**src/design/wprm_pkg.sv**
```systemverilog
// Shared types and constants of the windowed packet rate meter.
`default_nettype none
package wprm_pkg;

  localparam int NumStreamsDef   = 8;
  localparam int RingDepthDef    = 256;
  localparam int RateFracBitsDef = 16;

  localparam int SidW    = 3;
  localparam int TsW     = 63;
  localparam int WinW    = 27;
  localparam int ActW    = 4;
  localparam int RateW   = 48;
  localparam int UsecW   = 20;
  localparam int CfgIdxW = 1;

  localparam logic [UsecW-1:0] UsecPerSec    = 20'd1000000;
  localparam logic [WinW-1:0]  MaxWindowUsec = 27'd100000000;
  localparam logic [WinW-1:0]  WindowReset   = 27'd3000000;
  localparam logic [ActW-1:0]  ActiveReset   = 4'd1;
  localparam logic [RateW-1:0] RateMax       = 48'hFFFF_FFFF_FFFF;

  typedef enum logic [1:0] {
    ERR_OK      = 2'd0,
    ERR_STREAM  = 2'd1,
    ERR_ELAPSED = 2'd2
  } err_e;

  typedef enum logic [CfgIdxW-1:0] {
    CFG_WINDOW = 1'd0,
    CFG_ACTIVE = 1'd1
  } cfg_idx_e;

  typedef struct packed {
    logic load_in;
    logic setup;
    logic ev_step;
    logic fin;
    logic div_step;
    logic out_load;
  } cmd_t;

  typedef struct packed {
    logic valid;
    logic evict;
    logic seen;
    logic denom_zero;
    logic div_last;
    logic out_free;
  } status_t;

endpackage
`default_nettype wire

```
**src/design/wprm_ctrl.sv**
```systemverilog
// Controller state machine of the packet rate meter.
`default_nettype none
module wprm_ctrl (
  input  wire                 clk_i,
  input  wire                 rst_ni,
  input  wire                 in_valid_i,
  output logic                in_ready_o,
  input  wprm_pkg::status_t   status_i,
  output wprm_pkg::cmd_t      cmd_o
);

  localparam logic [2:0] S_IDLE  = 3'd0;
  localparam logic [2:0] S_SETUP = 3'd1;
  localparam logic [2:0] S_EVRD  = 3'd2;
  localparam logic [2:0] S_EVCHK = 3'd3;
  localparam logic [2:0] S_FIN   = 3'd4;
  localparam logic [2:0] S_DIV   = 3'd5;
  localparam logic [2:0] S_DONE  = 3'd6;

  logic [2:0] state_q, state_d;

  assign in_ready_o = (state_q == S_IDLE);

  always_comb begin
    state_d = state_q;
    cmd_o   = '0;
    unique case (state_q)
      S_IDLE: begin
        if (in_valid_i) begin
          cmd_o.load_in = 1'b1;
          state_d = S_SETUP;
        end
      end
      S_SETUP: begin
        if (status_i.valid) begin
          cmd_o.setup = 1'b1;
          state_d = S_EVRD;
        end else begin
          state_d = S_DONE;
        end
      end
      // wait for the head entry to come out of the ring memory
      S_EVRD: state_d = S_EVCHK;
      S_EVCHK: begin
        if (status_i.evict) begin
          cmd_o.ev_step = 1'b1;
          state_d = S_EVRD;
        end else begin
          state_d = S_FIN;
        end
      end
      S_FIN: begin
        cmd_o.fin = 1'b1;
        if (status_i.seen && !status_i.denom_zero) state_d = S_DIV;
        else state_d = S_DONE;
      end
      S_DIV: begin
        cmd_o.div_step = 1'b1;
        if (status_i.div_last) state_d = S_DONE;
      end
      S_DONE: begin
        if (status_i.out_free) begin
          cmd_o.out_load = 1'b1;
          state_d = S_IDLE;
        end
      end
      default: state_d = S_IDLE;
    endcase
  end

  always_ff @(posedge clk_i or negedge rst_ni) begin
    if (!rst_ni) state_q <= S_IDLE;
    else state_q <= state_d;
  end

endmodule
`default_nettype wire

```
**config.mk**
```make
export PLATFORM = sky130hd
export DESIGN_NAME = wprm_ctrl
export DESIGN_NICKNAME = d
export VERILOG_FILES = /design/src/design/wprm_pkg.sv /design/src/design/wprm_ctrl.sv
export SDC_FILE = /design/constraint.sdc
export NUM_CORES = 1
export LEC_CHECK = 0
export ABC_AREA = 1
export BUFFER_PORTS_ARGS = -buffer_cell sky130_fd_sc_hd__buf_2
export CAP_MARGIN = 20
export CORE_AREA = 2 2 39 41
export DETAILED_ROUTE_END_ITERATION = 10
export DIE_AREA = 0 0 41 43
export PLACE_DENSITY = 0.57
export SETUP_SLACK_MARGIN = 0.15
export SLEW_MARGIN = 20
export SYNTH_ARGS = -nofsm -noshare
export SYNTH_HDL_FRONTEND = slang
export SYNTH_SLANG_ARGS = --single-unit
```
**constraint.sdc**
```tcl
create_clock -name clk_i -period 3 [get_ports clk_i]
set_input_delay 0.3 -clock clk_i [delete_from_list [all_inputs] [get_ports clk_i]]
set_output_delay 0.3 -clock clk_i [all_outputs]
set_load 0.1 [all_outputs]
```
==> impl_metrics.py <==
metrics = {
    "final_layout": {
        "mostFrequentLayoutCells": "buf_2 (15), inv_1 (12), nand2_1 (11)",
        "final_common_cell": "buf_2",
        "reg_top3": "state_q x3",
        "diodes": 0,
        "largest_reg_flops": 3,
        "area_growth_pct": 40.0,
        "nets": 79,
        "drive_gt1_frac": 0.377,
        "top_register": "state_q",
        "multi_input_area_um2": 174,
        "fillers": 168,
        "final-seq-area_um2": 75.1,
    },
    "min_path": {
        "hold_depth": 4,
        "min_from": "status_i[1]",
        "hold_end": "state_q[0]$_DFFE_PN0P_",
        "min_path_type": "in2reg",
    },
    "grt": {
        "grt_usage": 0.0957,
        "grt_pass1_vias": 322,
        "antenna_found_initial": 0,
        "globalRoute.totalOverflow": 0,
        "grt_max_degree": 10,
        "grt_pass1_wl_mm": 1.17,
    },
    "critical_path": {
        "worst-setup-path-type": "reg2out",
        "r2r_slack_ns": 1.79,
        "crit_fanout": 9,
        "required_ns": 2.70,
        "r2r_end": "state_q[2]$_DFFE_PN0P_",
        "reg2reg_from": "state_q[2]$_DFFE_PN0P_",
        "critPathLaunchType": "flip-flop",
        "cp.arrival_ns": 1.54,
        "endpoint_kind": "primary output",
        "reg2reg_depth": 7,
    },
    "logic_synthesis": {
        "synth-seq-cells": 3,
        "synthesis.area_um2": 307,
        "postSynthCellCount": 51,
        "yosys.cell_types.count": 14,
        "seq_area_frac_synth": 0.245,
        "ys_warn_count": 0,
        "synth.avg_cell_area_um2": 6.01,
        "synth_nets": 60,
    },
    "floorplan": {
        "die_h_um": 43,
        "pin_count": 16,
        "start_util": 0.222,
        "core.rowCount": 14,
        "die_w_um": 41,
        "coreArea_um2": 1380,
        "die_area_um2": 1760,
    },
    "timing": {
        "hold_viol": 0,
        "max-slew-margin-rel": 0.676,
        "slew_viol_final": 0,
        "fmax_mhz": 544,
        "tightest_slew_ns": 0.490,
        "fin_crit_ns": 1.84,
        "finClkSkew_ns": 0.00546,
        "post-route-period-util": 0.612,
        "fin_setup_tns_ns": 0,
        "rsz0062_at_grt": "false",
        "setup_viol": 0,
    },
    "clocking": {
        "cts_sinks": 3,
        "cts-resized-gates": 0,
        "cts_tree": "built",
        "clockBufferDepth": 2,
        "htreeDepth": 1,
        "numCtsBuffers": 3,
        "insertion_delay_ns": 0.24,
        "postCtsHoldBufs": 1,
        "path_clk_slew_ns": 0.04,
        "cts-root-buf": "clkbuf_4",
        "postCtsSetupRepairBufs": 0,
    },
    "routing": {
        "drt-vias-per-instance": 4.14,
        "avgRoutedWirePerCell_um": 9.13,
        "postRouteAntennaNets": 0,
        "vias": 352,
        "routed_wirelength_um": 776,
        "drc": 0,
        "dr.first_iter.drc_count": 4,
        "dr.pass1.iters": 3,
    },
    "run": {
        "cap_viol_max_count": 0,
    },
    "run_status": {
        "status": "complete, no violations",
    },
    "place": {
        "hpwl_um": 623,
        "io_buffers": 15,
        "gp_congestion": 0.860,
    },
}
## metrics by stage
step / cell area, µm² / hold WS (ns) / setup WS, ns / std cells / utilization
3_3_place_gp: 393 / 0.0967 / 1.43 / 80 / 0.284
6_report: 429 / 0.351 / 1.16 / 85 / 0.310
5_1_grt: 429 / 0.360 / 1.08 / 85 / 0.310
2_1_floorplan: 323 / 0.00441 / 0.475 / 51 / -
3_5_place_dp: 393 / 0.0953 / 1.42 / 80 / 0.284
4_1_cts: 429 / 0.349 / 1.16 / 85 / 0.310
## cells in the mapped netlist
master | instances | share of area
nor2_1 | 3 | 0.037
dfrtp_1 | 3 | 0.24
nand2_1 | 11 | 0.13
nor2_2 | 3 | 0.061
nand2_2 | 1 | 0.020
nor3_1 | 2 | 0.033
nand4_1 | 3 | 0.061
nand3_1 | 6 | 0.098
inv_1 | 12 | 0.15
inv_2 | 1 | 0.012
a21oi_1 | 3 | 0.049
clkbuf_8 | 1 | 0.045
nor4_1 | 1 | 0.020
buf_6 | 1 | 0.037
## worst max path at each step
| stage | startpoint | to | slack, ns |
|---|---|---|---|
| 4_1_cts | state_q[0]$_DFFE_PN0P_ | cmd_o[4] | 1.16 |
| 3_5_place_dp | state_q[0]$_DFFE_PN0P_ | cmd_o[4] | 1.42 |
| 2_1_floorplan | state_q[0]$_DFFE_PN0P_ | cmd_o[4] | 0.47 |
| 6_report | state_q[0]$_DFFE_PN0P_ | cmd_o[4] | 1.16 |
| 5_1_grt | state_q[0]$_DFFE_PN0P_ | cmd_o[4] | 1.08 |
| 3_3_place_gp | state_q[2]$_DFFE_PN0P_ | cmd_o[3] | 1.43 |
## final cells by class
cell class	count	share of cell area
Sequential cell	3	0.175
Tap cell	16	0.0466
Timing Repair Buffer	16	0.198
Inverter	13	0.114
Multi-Input combinational cell	33	0.405
Clock buffer	4	0.0612
## worst max-delay path, stage by stage (launching register included)
cell	delay, ns
dfrtp_1	0.50
inv_1	0.13
nor4_2	0.21
buf_2	0.46
## per-layer routing
layer / vias up / global-route usage / share of wire
li1: 193 / - / -
met1: 147 / 0.123 / 0.48
met2: 10 / 0.150 / 0.46
met3: 2 / 0 / 0.031
met4: 0 / 0.0600 / 0.026
met5: - / 0 / 0
## logic make-up after synthesis
| logic type | share of synthesized area |
|---|---|
| flip-flops | 0.245 |
| AND/OR/NAND/NOR | 0.465 |
| AO/OA/AOI/OAI | 0.0490 |
| buffers and inverters | 0.241 |
Power is left out: the tool's default activity adds up to more than one toggle a clock period on the data nets, which glitch-free logic cannot reach.
